## config.mk

```make
export PLATFORM = sky130hd
export DESIGN_NAME = vtyp_norm_cell
export DESIGN_NICKNAME = d
export VERILOG_FILES = /design/src/rtl/core/vtyp_pkg.sv /design/src/rtl/core/vtyp_norm_cell.sv
export SDC_FILE = /design/constraint.sdc
export NUM_CORES = 1
export LEC_CHECK = 0
export BUFFER_PORTS_ARGS = -buffer_cell sky130_fd_sc_hd__buf_2
export CORE_AREA = 2 2 148 150
export DETAILED_ROUTE_END_ITERATION = 10
export DIE_AREA = 0 0 150 152
export GPL_TIMING_DRIVEN = 0
export PLACE_DENSITY = 0.63
export RECOVER_POWER = 25
export SYNTH_ARGS = -nofsm -noshare
export SYNTH_HDL_FRONTEND = slang
export SYNTH_SLANG_ARGS = --single-unit
```

## constraint.sdc

```tcl
create_clock -name clk -period 3.3 [get_ports clk]
set_input_delay 0.165 -clock clk [delete_from_list [all_inputs] [get_ports clk]]
set_output_delay 0.165 -clock clk [all_outputs]
set_load 0.02 [all_outputs]
```

## src/rtl/core/vtyp_pkg.sv

```systemverilog
package vtyp_pkg;

  localparam int COORD_WIDTH     = 24;
  localparam int ANGLE_FRAC_BITS = 7;

  // difference width before and after range reduction
  localparam int DIFF_W   = COORD_WIDTH + 1;
  localparam int LIM_BITS = 24;
  localparam int D_W      = LIM_BITS + 1;
  localparam int EXT_W    = (DIFF_W > D_W) ? DIFF_W : D_W;
  localparam int MAX_HALF = EXT_W - LIM_BITS;
  localparam int K_W      = $clog2(MAX_HALF + 1);

  // horizontal length: floor(sqrt((dx^2 + dy^2) << 12))
  localparam int SQ_W     = 2 * LIM_BITS;
  localparam int H_SHIFT  = 12;
  localparam int ROOT_W   = (SQ_W + 1 + H_SHIFT + 1) / 2;
  localparam int RAD_W    = 2 * ROOT_W;
  localparam int REM_W    = ROOT_W + 3;

  // cordic datapath
  localparam int V_W          = 34;
  localparam int Z_W          = 26;
  localparam int CORDIC_STEPS = 22;
  localparam int NORM_TOP     = 30;
  localparam int NORM_CELLS   = 5;
  localparam int ZSCALE_BITS  = 16;
  localparam int PITCH_SCALE  = 6;

  localparam int PITCH_W = ANGLE_FRAC_BITS + 8;
  localparam int YAW_W   = ANGLE_FRAC_BITS + 9;

  typedef struct packed {
    logic signed [COORD_WIDTH-1:0] from_x;
    logic signed [COORD_WIDTH-1:0] from_y;
    logic signed [COORD_WIDTH-1:0] from_z;
    logic signed [COORD_WIDTH-1:0] to_x;
    logic signed [COORD_WIDTH-1:0] to_y;
    logic signed [COORD_WIDTH-1:0] to_z;
  } operands_t;

  typedef struct packed {
    logic signed [PITCH_W-1:0] pitch_angle;
    logic signed [YAW_W-1:0]   yaw_angle;
  } results_t;

  typedef struct packed {
    logic                  yaw_zero;
    logic signed [D_W-1:0] dx;
    logic signed [D_W-1:0] dy;
    logic signed [D_W-1:0] dz;
  } sq_side_t;

  typedef struct packed {
    logic signed [V_W-1:0] x;
    logic signed [V_W-1:0] y;
    logic signed [Z_W-1:0] z;
  } vec_t;

  typedef struct packed {
    vec_t yaw;
    vec_t pitch;
    logic yaw_zero;
  } angle_state_t;

  // atan(2^-i) in degrees * 2^16
  function automatic logic signed [Z_W-1:0] atan_entry(input int i);
    logic signed [Z_W-1:0] r;
    case (i)
      0:  r = Z_W'(2949120);
      1:  r = Z_W'(1740967);
      2:  r = Z_W'(919879);
      3:  r = Z_W'(466945);
      4:  r = Z_W'(234379);
      5:  r = Z_W'(117304);
      6:  r = Z_W'(58666);
      7:  r = Z_W'(29335);
      8:  r = Z_W'(14668);
      9:  r = Z_W'(7334);
      10: r = Z_W'(3667);
      11: r = Z_W'(1833);
      12: r = Z_W'(917);
      13: r = Z_W'(458);
      14: r = Z_W'(229);
      15: r = Z_W'(115);
      16: r = Z_W'(57);
      17: r = Z_W'(29);
      18: r = Z_W'(14);
      19: r = Z_W'(7);
      20: r = Z_W'(4);
      21: r = Z_W'(2);
      default: r = '0;
    endcase
    return r;
  endfunction

endpackage

```

## src/rtl/core/vtyp_norm_cell.sv

```systemverilog
module vtyp_norm_cell #(
  parameter int SHIFT = 1
) (
  input  logic                   clk,
  input  logic                   rst,
  input  logic                   valid_in,
  input  vtyp_pkg::angle_state_t st_in,
  output logic                   valid_out,
  output vtyp_pkg::angle_state_t st_out
);
  import vtyp_pkg::*;

  // every one of the SHIFT doublings needs the value below 2^NORM_TOP first
  localparam logic signed [V_W-1:0] LIM_P = V_W'(1) <<< (NORM_TOP + 1 - SHIFT);
  localparam logic signed [V_W-1:0] LIM_N = -LIM_P;

  function automatic vec_t scale(input vec_t v);
    vec_t r;
    logic in_range;
    in_range = (v.x < LIM_P) && (v.x > LIM_N) && (v.y < LIM_P) && (v.y > LIM_N);
    r = v;
    if (in_range) begin
      r.x = v.x <<< SHIFT;
      r.y = v.y <<< SHIFT;
    end
    return r;
  endfunction

  always_ff @(posedge clk) begin
    if (rst) begin
      valid_out <= 1'b0;
    end else begin
      valid_out <= valid_in;
    end
    st_out.yaw      <= scale(st_in.yaw);
    st_out.pitch    <= scale(st_in.pitch);
    st_out.yaw_zero <= st_in.yaw_zero;
  end

endmodule

```

* Word level (Yosys, flattened, before mapping) *
Cells that the tools add are included.

word-level totals
  bits of input ports = 192
  word-level logic and storage cells = 28
  register bits = 190
  output and inout bits = 190

operators by class
  magnitude comparators = 8
  mux-type cells = 2
  reductions and logical operators = 6

operator list
  operator                                                       number
  > comparator 34 x 31 -> 1 bit (second input constant)          4
  less-than comparator 34 x 32 -> 1 bit (second input constant)  4
  two-way mux 68 bit                                             2
  logical AND 1 bit                                              6

* Logic depth before layout (Yosys ltp) *
  depth after elaboration = 5
  mapped depth = 6
  gate-level depth less buffers = 5

* Worst setup path before layout *
OpenSTA, ideal clock, no wires.

  path kind = input to register
  from = in st_in[122] (netlist bit)
  to = reg st_out[144] (netlist bit)
  library setup time = 0.121 ns
  required time = 3.179 ns
  stages on the path = 6
  buffers on the path = 1
  setup slack = 1.678 ns
  arrival = 1.502 ns
  cells stage by stage = nor4_1 and4_1 a21oi_1 o22ai_4 buf_6 mux2_2

on the way
  word-level cells in the longest chain between the ends = 4
  elaborated cells on any way between the ends = 5
  those cells by class = order compare: 2; mux: 1; reduce/logical: 2

RTL lines
  element                                line                  source
  start, declared                        vtyp_norm_cell.sv:7   input vtyp_pkg::angle_state_t st_in,
  less-than comparator 34 x 32 -> 1 bit  vtyp_norm_cell.sv:20  in_range = (v.x < LIM_P) && (v.x > LIM_N) && (v.y < LIM_P) && (v.y > LIM_N);
  logical AND 1 bit                      vtyp_norm_cell.sv:20
  logical AND 1 bit *                    vtyp_norm_cell.sv:20
  two-way mux 68 bit *                   vtyp_norm_cell.sv:22  if (in_range) begin
  end, declared                          vtyp_norm_cell.sv:9   output vtyp_pkg::angle_state_t st_out

Every way passes the cells marked *; elsewhere a longest branch is shown, timed or not.
A chain may end at the register's enable or synchronous reset.

* Final worst setup path *
  from = in st_in[77] (netlist bit)
  to = reg st_out[53] (netlist bit)

on the way
  word-level cells in the longest chain between the ends = 5
  elaborated cells on any way between the ends = 6
  those cells by class = order compare: 2; mux: 1; reduce/logical: 3

RTL lines
  element                                                                                        line
  less-than comparator 34 x 32 -> 1 bit / > comparator 34 x 31 -> 1 bit (equally long branches)  vtyp_norm_cell.sv:20
  logical AND 1 bit * (3 in series)                                                              vtyp_norm_cell.sv:20
  two-way mux 68 bit *                                                                           vtyp_norm_cell.sv:22

Marked as above.

==> results.json <==
{
  "startpoint_type": "input pin",
  "whs_ns": 0.0226,
  "post-route-period-util_pct": 88.4,
  "status": "finished clean",
  "drt_pass1_iterations": 4,
  "power_frac_seq_pct": 46.6,
  "holdPathEnd": "st_out[182]",
  "worst_path_most_repeated_cell": "dlygate4sd3_1",
  "drive_gt1_share_pct": 48.2,
  "fin_crit_ns": 2.92,
  "pwr-share-clk_pct": 38.6,
  "cts-root-buf": "clkbuf_16",
  "fillers": 1890,
  "crit_arrival_ns": 3.21,
  "postSynthAreaPerCell_um2": 14.6,
  "cpPeakStageDelay_ns": 0.57,
  "wire_per_inst_um": 15.4,
  "syn_area_um2": 5740,
  "n_antenna_cell": 0,
  "grt_pass1_wl_mm": 29.9,
  "cts_sinks": 190,
  "dr_total_vias": 5401,
  "critical_path_buf_inv_count": 4,
  "hp-start": "st_in[181]",
  "ant_nets": 0,
  "die_w_um": 150,
  "first_iter_violations": 232,
  "grt_pass1_vias": 5790,
  "initial_utilization_pct": 26.9,
  "areaGrowthSynthToFinish_pct": 83.4,
  "post-dp-hpwl_mm": 13.0,
  "comb_power_share_pct": 14.8,
  "detail_route.vias_per_cell": 4.20,
  "grt_max_degree": 19,
  "cts_tree": "built",
  "fmax_mhz": 343,
  "h-tree-depth": 4,
  "drt_wl_total_mm": 19.9,
  "antenna_found_initial": 0,
  "power_density_nw_per_um2": 501,
  "drcViolationCount": 0,
  "min_path_cells": 2,
  "cts_buffers": 17,
  "netlist_instances": 393,
  "fin_cells": 1286,
  "cp-end-kind": "flop",
  "cp_max_fo": 10,
  "ir_worst_vdd_uv": 290,
  "core_region_area_um2": 21400,
  "cp_cell_sequence": "dlygate4sd3_1, buf_2, nor4_1, and4_1, a21oi_1, o22ai_4, buf_6, mux2_2, dlygate4sd3_1",
  "synth_cell_types": 13,
  "clk_pin_slew_ns": 0.07,
  "maxSlewHeadroom_pct": 64.1,
  "p_int_mw": 3.89,
  "cts_buffer_depth": 2,
  "post_cts_buffers": 0,
  "power.leakage_nw": 4.77,
  "final_common_cell": "buf_2",
  "die-area_um2": 22800,
  "grt_overflow_total": 0,
  "hold_path.class": "in2reg",
  "multi_input_area_um2": 1750,
  "required_ns": 3.59,
  "switchingPower_mw": 1.38,
  "synth_nets": 585,
  "cp_top_family": "buffers and inverters",
  "final_cell_mix": "buf_2 (333), dlygate4sd3_1 (201), dfxtp_1 (190), mux2_2 (108), clkbuf_1 (61)",
  "ios": 382,
  "setup_violations": 0,
  "drv_cap": 0,
  "seq_area_frac_synth_pct": 66.3,
  "switching_share_pct": 26.1,
  "die_h_um": 152,
  "yosys_register_bits": 190,
  "finalSetupTns_ns": 0,
  "dp_cells": 1054,
  "slowest_stage": "dlygate4sd3_1",
  "rsz0062_at_grt": "no",
  "yosys_warnings": 0,
  "grt_usage_pct": 16.8,
  "place_congestion": 0.836,
  "core.rowCount": 54,
  "slew_viol_final": 0,
  "worst_pin_slew_ns": 0.534,
  "hold_violations": 0,
  "final_nets": 1186,
  "io_buffers": 381,
  "critPathKind": "in2reg",
  "seq_area_um2": 3800
}
-- power groups by stage --
stage	sequential [mW]	combinational, mW	clock (mW)
after floorplan	2.68	0.0992	0
after global placement	2.50	0.584	0
after detailed placement	2.51	0.587	0
after CTS	2.45	0.776	2.10
after global routing	2.47	0.829	2.19
final	2.46	0.781	2.03
-- how the worst max path moves through the flow --
| stage | from | end | cells past startpoint |
|---|---|---|---|
| finish | st_in[77] | st_out[53] | 9 |
| global placement | st_in[171] | st_out[179] | 7 |
| floorplan | st_in[122] | st_out[144] | 6 |
| global route | st_in[77] | st_out[53] | 9 |
| detailed placement | st_in[171] | st_out[179] | 7 |
| CTS | st_in[172] | st_out[144] | 9 |
-- metrics by stage --
stage	util [%]	power (mW)	area, um^2	setup WS [ns]
6_report	49.3	5.27	10500	0.383
5_1_grt	49.3	5.49	10500	0.312
4_1_cts	49.5	5.33	10600	0.439
3_5_place_dp	37.4	3.09	7990	1.02
3_3_place_gp	37.4	3.09	7990	1.02
2_1_floorplan	-	2.78	5740	1.68
-- what timing repair did --
| action | in CTS | in global routing |
|---|---|---|
| hold endpoints to repair | 177 | 2 |
| hold buffers | 199 | 2 |
| resized for setup | 0 | 0 |
-- cell usage after synthesis --
library cell | instances | area share (%)
clkbuf_1 | 12 | 0.79
o22ai_4 | 2 | 0.70
dfxtp_1 | 190 | 66
a21oi_1 | 4 | 0.35
buf_6 | 12 | 2.4
nor2b_1 | 1 | 0.11
mux2_2 | 108 | 21
nand4_1 | 4 | 0.44
and2_1 | 4 | 0.44
nor2_1 | 4 | 0.26
mux2_1 | 12 | 2.4
nor4_1 | 32 | 3.5
and4_1 | 8 | 1.2
-- flip-flops by register name, summed over array words and instances (netlist names) --
name,flops
st_out,189
valid_out,1
-- cells by family (layout without fill, tap and decap cells) --
family	after synthesis	count (layout)	synth area share, %
flops	190	190	66.3
simple gates	53	53	5.95
buf+inv	24	637	3.14
compound gates	6	6	1.05
mux	120	120	23.6
-- cell type report --
| type | instances | area share, % |
|---|---|---|
| clock inverters | 13 | 1.41 |
| multi-input cells | 179 | 16.7 |
| repair buffers | 582 | 36.7 |
| flip-flops and latches | 190 | 36.1 |
| clock buffers | 18 | 4.08 |
| plain buffers | 24 | 1.71 |
| well taps | 280 | 3.33 |
-- metal layers --
| metal | wire, um | GRT usage [%] | up-vias |
|---|---|---|---|
| met3 | 1500 | 4.80 | 49 |
| met5 | 0 | 0 | - |
| met4 | 626 | 7.59 | 0 |
| li1 | - | - | 2611 |
| met1 | 7570 | 17.8 | 2473 |
| met2 | 10200 | 30.4 | 268 |
No activity file was read; power rests on OpenSTA's default activity.
