## src/rtl/core/vtyp_pkg.sv

```systemverilog
package vtyp_pkg;

  localparam int COORD_WIDTH     = 24;
  localparam int ANGLE_FRAC_BITS = 7;

  // difference width before and after range reduction
  localparam int DIFF_W   = COORD_WIDTH + 1;
  localparam int LIM_BITS = 24;
  localparam int D_W      = LIM_BITS + 1;
  localparam int EXT_W    = (DIFF_W > D_W) ? DIFF_W : D_W;
  localparam int MAX_HALF = EXT_W - LIM_BITS;
  localparam int K_W      = $clog2(MAX_HALF + 1);

  // horizontal length: floor(sqrt((dx^2 + dy^2) << 12))
  localparam int SQ_W     = 2 * LIM_BITS;
  localparam int H_SHIFT  = 12;
  localparam int ROOT_W   = (SQ_W + 1 + H_SHIFT + 1) / 2;
  localparam int RAD_W    = 2 * ROOT_W;
  localparam int REM_W    = ROOT_W + 3;

  // cordic datapath
  localparam int V_W          = 34;
  localparam int Z_W          = 26;
  localparam int CORDIC_STEPS = 22;
  localparam int NORM_TOP     = 30;
  localparam int NORM_CELLS   = 5;
  localparam int ZSCALE_BITS  = 16;
  localparam int PITCH_SCALE  = 6;

  localparam int PITCH_W = ANGLE_FRAC_BITS + 8;
  localparam int YAW_W   = ANGLE_FRAC_BITS + 9;

  typedef struct packed {
    logic signed [COORD_WIDTH-1:0] from_x;
    logic signed [COORD_WIDTH-1:0] from_y;
    logic signed [COORD_WIDTH-1:0] from_z;
    logic signed [COORD_WIDTH-1:0] to_x;
    logic signed [COORD_WIDTH-1:0] to_y;
    logic signed [COORD_WIDTH-1:0] to_z;
  } operands_t;

  typedef struct packed {
    logic signed [PITCH_W-1:0] pitch_angle;
    logic signed [YAW_W-1:0]   yaw_angle;
  } results_t;

  typedef struct packed {
    logic                  yaw_zero;
    logic signed [D_W-1:0] dx;
    logic signed [D_W-1:0] dy;
    logic signed [D_W-1:0] dz;
  } sq_side_t;

  typedef struct packed {
    logic signed [V_W-1:0] x;
    logic signed [V_W-1:0] y;
    logic signed [Z_W-1:0] z;
  } vec_t;

  typedef struct packed {
    vec_t yaw;
    vec_t pitch;
    logic yaw_zero;
  } angle_state_t;

  // atan(2^-i) in degrees * 2^16
  function automatic logic signed [Z_W-1:0] atan_entry(input int i);
    logic signed [Z_W-1:0] r;
    case (i)
      0:  r = Z_W'(2949120);
      1:  r = Z_W'(1740967);
      2:  r = Z_W'(919879);
      3:  r = Z_W'(466945);
      4:  r = Z_W'(234379);
      5:  r = Z_W'(117304);
      6:  r = Z_W'(58666);
      7:  r = Z_W'(29335);
      8:  r = Z_W'(14668);
      9:  r = Z_W'(7334);
      10: r = Z_W'(3667);
      11: r = Z_W'(1833);
      12: r = Z_W'(917);
      13: r = Z_W'(458);
      14: r = Z_W'(229);
      15: r = Z_W'(115);
      16: r = Z_W'(57);
      17: r = Z_W'(29);
      18: r = Z_W'(14);
      19: r = Z_W'(7);
      20: r = Z_W'(4);
      21: r = Z_W'(2);
      default: r = '0;
    endcase
    return r;
  endfunction

endpackage

```

## src/rtl/core/vtyp_sqrt_cell.sv

```systemverilog
module vtyp_sqrt_cell (
  input  logic                         clk,
  input  logic                         rst,
  input  logic                         valid_in,
  input  logic [vtyp_pkg::RAD_W-1:0]   rad_in,
  input  logic [vtyp_pkg::ROOT_W-1:0]  root_in,
  input  logic [vtyp_pkg::REM_W-1:0]   rem_in,
  input  vtyp_pkg::sq_side_t           side_in,
  output logic                         valid_out,
  output logic [vtyp_pkg::RAD_W-1:0]   rad_out,
  output logic [vtyp_pkg::ROOT_W-1:0]  root_out,
  output logic [vtyp_pkg::REM_W-1:0]   rem_out,
  output vtyp_pkg::sq_side_t           side_out
);
  import vtyp_pkg::*;

  logic [REM_W-1:0] rem_s;
  logic [REM_W-1:0] trial;
  logic             fits;

  // one result bit per cell, two radicand bits consumed
  assign rem_s = {rem_in[REM_W-3:0], rad_in[RAD_W-1 -: 2]};
  assign trial = {{(REM_W-ROOT_W-2){1'b0}}, root_in, 2'b01};
  assign fits  = rem_s >= trial;

  always_ff @(posedge clk) begin
    if (rst) begin
      valid_out <= 1'b0;
    end else begin
      valid_out <= valid_in;
    end
    rad_out  <= {rad_in[RAD_W-3:0], 2'b00};
    root_out <= {root_in[ROOT_W-2:0], fits};
    rem_out  <= fits ? rem_s - trial : rem_s;
    side_out <= side_in;
  end

endmodule

```

## config.mk

```make
export PLATFORM = sky130hd
export DESIGN_NAME = vtyp_sqrt_cell
export DESIGN_NICKNAME = d
export VERILOG_FILES = /design/src/rtl/core/vtyp_pkg.sv /design/src/rtl/core/vtyp_sqrt_cell.sv
export SDC_FILE = /design/constraint.sdc
export NUM_CORES = 1
export LEC_CHECK = 0
export ABC_CLOCK_PERIOD_IN_PS = 4700
export BUFFER_PORTS_ARGS = -buffer_cell sky130_fd_sc_hd__buf_2
export CAP_MARGIN = 20
export CORE_AREA = 2 2 158 160
export CTS_BUF_LIST = sky130_fd_sc_hd__clkbuf_8
export DETAILED_ROUTE_END_ITERATION = 8
export DIE_AREA = 0 0 160 162
export PLACE_DENSITY = 0.63
export SLEW_MARGIN = 20
export SYNTH_ARGS = -nofsm -noshare
export SYNTH_HDL_FRONTEND = slang
export SYNTH_SLANG_ARGS = --single-unit
```

## constraint.sdc

```tcl
create_clock -name clk -period 4.7 [get_ports clk]
set_input_delay 0 -clock clk [delete_from_list [all_inputs] [get_ports clk]]
set_output_delay 0 -clock clk [all_outputs]
set_load 0.005 [all_outputs]
```

### Yosys cells after proc, flatten, opt, wreduce, memory -nomap -nowiden

Index checks and enable logic that the tools add are counted.

| word-level totals | value |
|---|---|
| logic and storage cells | 11 |
| input bits | 206 |
| output and inout port bits | 204 |
| bits in registers | 202 |

| cells by class | value |
|---|---|
| $add $sub $neg | 1 |
| order comparisons | 1 |
| multiplexer cells | 1 |

Operator list:

| cell | count |
|---|---|
| $ge A34 B33 Y1 | 1 |
| $mux W34 | 1 |
| $sub A34 B33 Y34 | 1 |

### Logic depth before layout (Yosys ltp)

| depth | value |
|---|---|
| word-level depth | 2 |
| mapped depth | 14 |

### Worst setup path before layout

Ideal clock, no wire load.

| path | value |
|---|---|
| kind | in2reg |
| start | in root_in[0] (netlist name) |
| end | reg rem_out[32] (netlist name) |
| data arrival time | 2.019 ns |
| path buffers | 1 |
| stages | 11 |
| setup time | 0.117 ns |
| path slack | 2.563 ns |
| cells stage by stage | inv_1 > ha_1 > nor2b_4 > o31a_1 > o31ai_2 > a21oi_2 > o211a_4 > o21ai_4 > buf_6 > a31oi_1 > a32o_1 |

| between the ends | value |
|---|---|
| word-level cells in the longest chain between the ends | 2 |
| elaborated cells on any way between the ends | 3 |
| those cells by class | 1 x add/sub; 1 x order compare; 1 x mux |

Ends and longest elaborated chain:

| what | line | RTL |
|---|---|---|
| from (decl) | vtyp_sqrt_cell.sv:6 | `input logic [vtyp_pkg::ROOT_W-1:0] root_in,` |
| $sub A34 B33 Y34 or $ge A34 B33 Y1 (tied branches) | vtyp_sqrt_cell.sv:34, vtyp_sqrt_cell.sv:24 |  |
| $mux W34 * | vtyp_sqrt_cell.sv:34 | `rem_out <= fits ? rem_s - trial : rem_s;` |
| to (signal assigned) | vtyp_sqrt_cell.sv:34 |  |
| to (decl) | vtyp_sqrt_cell.sv:12 | `output logic [vtyp_pkg::REM_W-1:0] rem_out,` |

Mark *: on every way between the ends. The rest lies on a longest branch, timed or not.
A chain may end at the register's enable or synchronous reset.

### Worst setup path after layout

| path | value |
|---|---|
| start | in rem_in[8] (netlist name) |
| end | reg rem_out[26] (netlist name) |

| between the ends | value |
|---|---|
| word-level cells in the longest chain between the ends | 2 |
| elaborated cells on any way between the ends | 3 |
| those cells by class | 1 x add/sub; 1 x order compare; 1 x mux |

Ends and longest elaborated chain:

| what | line | RTL |
|---|---|---|
| from (decl) | vtyp_sqrt_cell.sv:7 | `input logic [vtyp_pkg::REM_W-1:0] rem_in,` |
| $sub A34 B33 Y34 or $ge A34 B33 Y1 (tied branches) | vtyp_sqrt_cell.sv:34, vtyp_sqrt_cell.sv:24 |  |
| $mux W34 * | vtyp_sqrt_cell.sv:34 |  |

Marked as above.

==> key figures <==
Routing
  • Post-route ant nets: 0
  • Initial drt markers: 306
  • DR vias/cell: roughly 4.4
  • First-pass iteration count of the detailed router: 5
  • Vias: 6824
  • DR WL/cell: roughly 17 um
  • Drt drc: 0
  • Routed Wire Length: 26.3 mm

Yosys
  • Synth Cell Area: roughly 6500 um^2
  • Seq cells post-synth: between 200 and 250
  • Top_reg_cell synth: dfxtp_1
  • Synth Instances: 586
  • Distinct cells, synth: 58
  • Yosys top cell area share: 62.2%
  • Synth warn: 0
  • Synth area leader: dfxtp_1
  • Post-synth ARST share: 0%
  • Seq/Total Area, Yosys: 62.2%
  • Synth area leaders: dfxtp_1 (62%), ha_1 (6.3%), a21oi_1 (3.1%)
  • Post-synth EDFFs: 0
  • Mean Syn Cell Area: about 11 um^2

Worst setup path
  • Startpoint types: input pin
  • WS Path Type: in -> reg
  • CP arrival: about 3.2 ns
  • WP data required: roughly 5 ns
  • Crit end category: flip-flop
  • Crit-path max FO: 38

Cells and area
  • Fin nets: 1455
  • Layout area overhead: 78.0%
  • Commonest cells after routing, fill and taps aside: buf_2 (405), dlygate4sd3_1 (202), dfxtp_1 (202)
  • Non-Filler Instances: 1565
  • ANT cells: 0
  • Share of cells above drive strength 1: 38.4%
  • Commonest non-fill, non-tap cell in the layout: buf_2
  • Final instance area: approximately 12000 um^2

GRT
  • Initial antenna violation count: 1
  • GRT Residual Overflow: 0
  • GR Util All Layers: 19.4%
  • Global-route wire length before repair: 39.0 mm
  • Pin count of the biggest net entering global routing: 39
  • Vias in the first global route: 6956

Placement
  • GPL Wtd Cong: slightly above 1
  • HPWL after detailed placement: 18.3 mm
  • Placed cells: 1301
  • Post-DP Area: just under 9000 um^2
  • Buffers on Ports: 405

Timing
  • Tcrit/Tclk final: 59.0%
  • Setup violators final: 0
  • RSZ-0062 raised after global routing: no
  • Fin. max-slew vios: 0
  • Worst Tran Pin Value: 0.743 ns
  • Setup_tns: 0 ns
  • Fmax: between 300 and 400 MHz
  • Period minus WS final: 2.77 ns
  • Slew headroom: 50.4%
  • Hold Vio Cnt, Final: 0

Clock network
  • H-tree Lvls: 2
  • Post-CTS Resized: 0
  • Reg clk slew, reported paths: about 0.06 ns
  • Clock root buffer: clkbuf_8
  • Post-CTS setup buffers: 0
  • CTS buffer count: 35
  • Clock tree buffer depth: 3
  • Cts-stage hold buffer count: between 200 and 250
  • CTS tree: done
  • # clock sinks: about 200

Floorplanning
  • Die extent in x: 160 um
  • Num rows: 57
  • Core Area: between 20000 and 25000 um^2
  • Die area: 25900 um^2
  • Die Ht: 162 um
  • Starting Density: 27.0%
  • Io pins: 410

Flow run
  • MaxCap Viol Count: 0

Pwr
  • PD cells: approximately 370 nW/um^2
  • Tot Pwr: approximately 4.3 mW
  • Max VDD drop: 0.000180 V
  • Pleak: between 5 and 6 nW

Worst hold path
  • Worst hold path class: in -> reg

Run status
  • Status: completed
-- routing by layer --
layer	vias up	part of all wire [%]	GRT usage, %	routed length (um)
met4	2	3.6	8.23	935
met1	3167	41	23.1	10800
met2	317	48	33.4	12600
met3	69	7.2	4.98	1900
met5	-	0.038	0	10
li1	3269	-	-	-
-- final cells by class --
class	instances	area, um^2
inverters	44	165
clock inverters	17	103
repair buffers	608	4060
clock buffers	45	619
flip-flops and latches	202	4040
well taps	324	405
fillers	2239	12500
multi-input cells	325	2180
-- through the flow --
| stage | hold slack [ns] | worst slack (ns) | utilization (%) |
|---|---|---|---|
| after floorplan | 0.0277 | 2.56 | - |
| after global placement | 0.102 | 1.92 | 36.6 |
| after detailed placement | 0.104 | 1.91 | 36.6 |
| after CTS | 0.0760 | 1.91 | 48.0 |
| after global routing | 0.0865 | 1.64 | 48.0 |
| final | 0.117 | 1.93 | 48.0 |
-- report_power, final --
| part | internal (mW) | leakage (nW) | switching [mW] |
|---|---|---|---|
| Clock | 0.915 | 0.413 | 0.707 |
| Combinational | 0.406 | 3.64 | 0.394 |
| Sequential | 1.86 | 1.70 | 0.0376 |
| Total | 3.18 | 5.76 | 1.14 |
-- critical path, stage by stage --
cell	delay (ns)
dlygate4sd3_1	0.55
buf_2	0.13
ha_1	0.39
nand4_1	0.15
a211oi_1	0.26
o31ai_2	0.16
a21oi_2	0.29
o211a_4	0.26
o21ai_4	0.07
inv_2	0.55
and4_1	0.30
nor3_1	0.04
-- flip-flops by register name (all words and copies together), names as in the netlist --
register	flops
root_out	31
rad_out	60
valid_out	1
side_out	76
rem_out	34
-- kinds of logic after synthesis --
kind of cell             after synthesis  share of synthesized area, %
flip-flops                           202                          62.2
AO/OA/AOI/OAI                        133                          14.0
other                                  1                        0.0577
AND/OR/NAND/NOR                      132                          9.68
buffers and inverters                 60                          4.29
adder cells (fa/ha/maj)               33                          6.35
multiplexers                           3                         0.481
XOR/XNOR                              22                          2.96
-- path summary, 6_finish.rpt --
| check | startpoint | to | cells after the start |
|---|---|---|---|
| worst min-delay path | side_in[73] | side_out[73] | 2 |
| worst max-delay path | rem_in[8] | rem_out[26] | 12 |
-- synthesized netlist by cell type (3+ instances only) --
| master | instances |
|---|---|
| a21oi_2 | 4 |
| clkbuf_1 | 6 |
| xnor2_1 | 10 |
| o21ai_0 | 22 |
| or3_1 | 6 |
| nand4_1 | 6 |
| dfxtp_1 | 202 |
| a211oi_1 | 7 |
| nand2b_1 | 4 |
| nand2_1 | 37 |
| o211ai_1 | 5 |
| a21oi_1 | 40 |
| and4_1 | 3 |
| and3_1 | 5 |
| nand3_1 | 13 |
| buf_6 | 5 |
| a31oi_1 | 4 |
| o31ai_1 | 6 |
| nor3_1 | 10 |
| ha_1 | 33 |
| inv_1 | 43 |
| xor2_1 | 12 |
| nor2_1 | 38 |
| buf_4 | 4 |
| o21a_1 | 4 |
| a21o_1 | 16 |
Note: power is estimated with default switching activity, not from simulation.
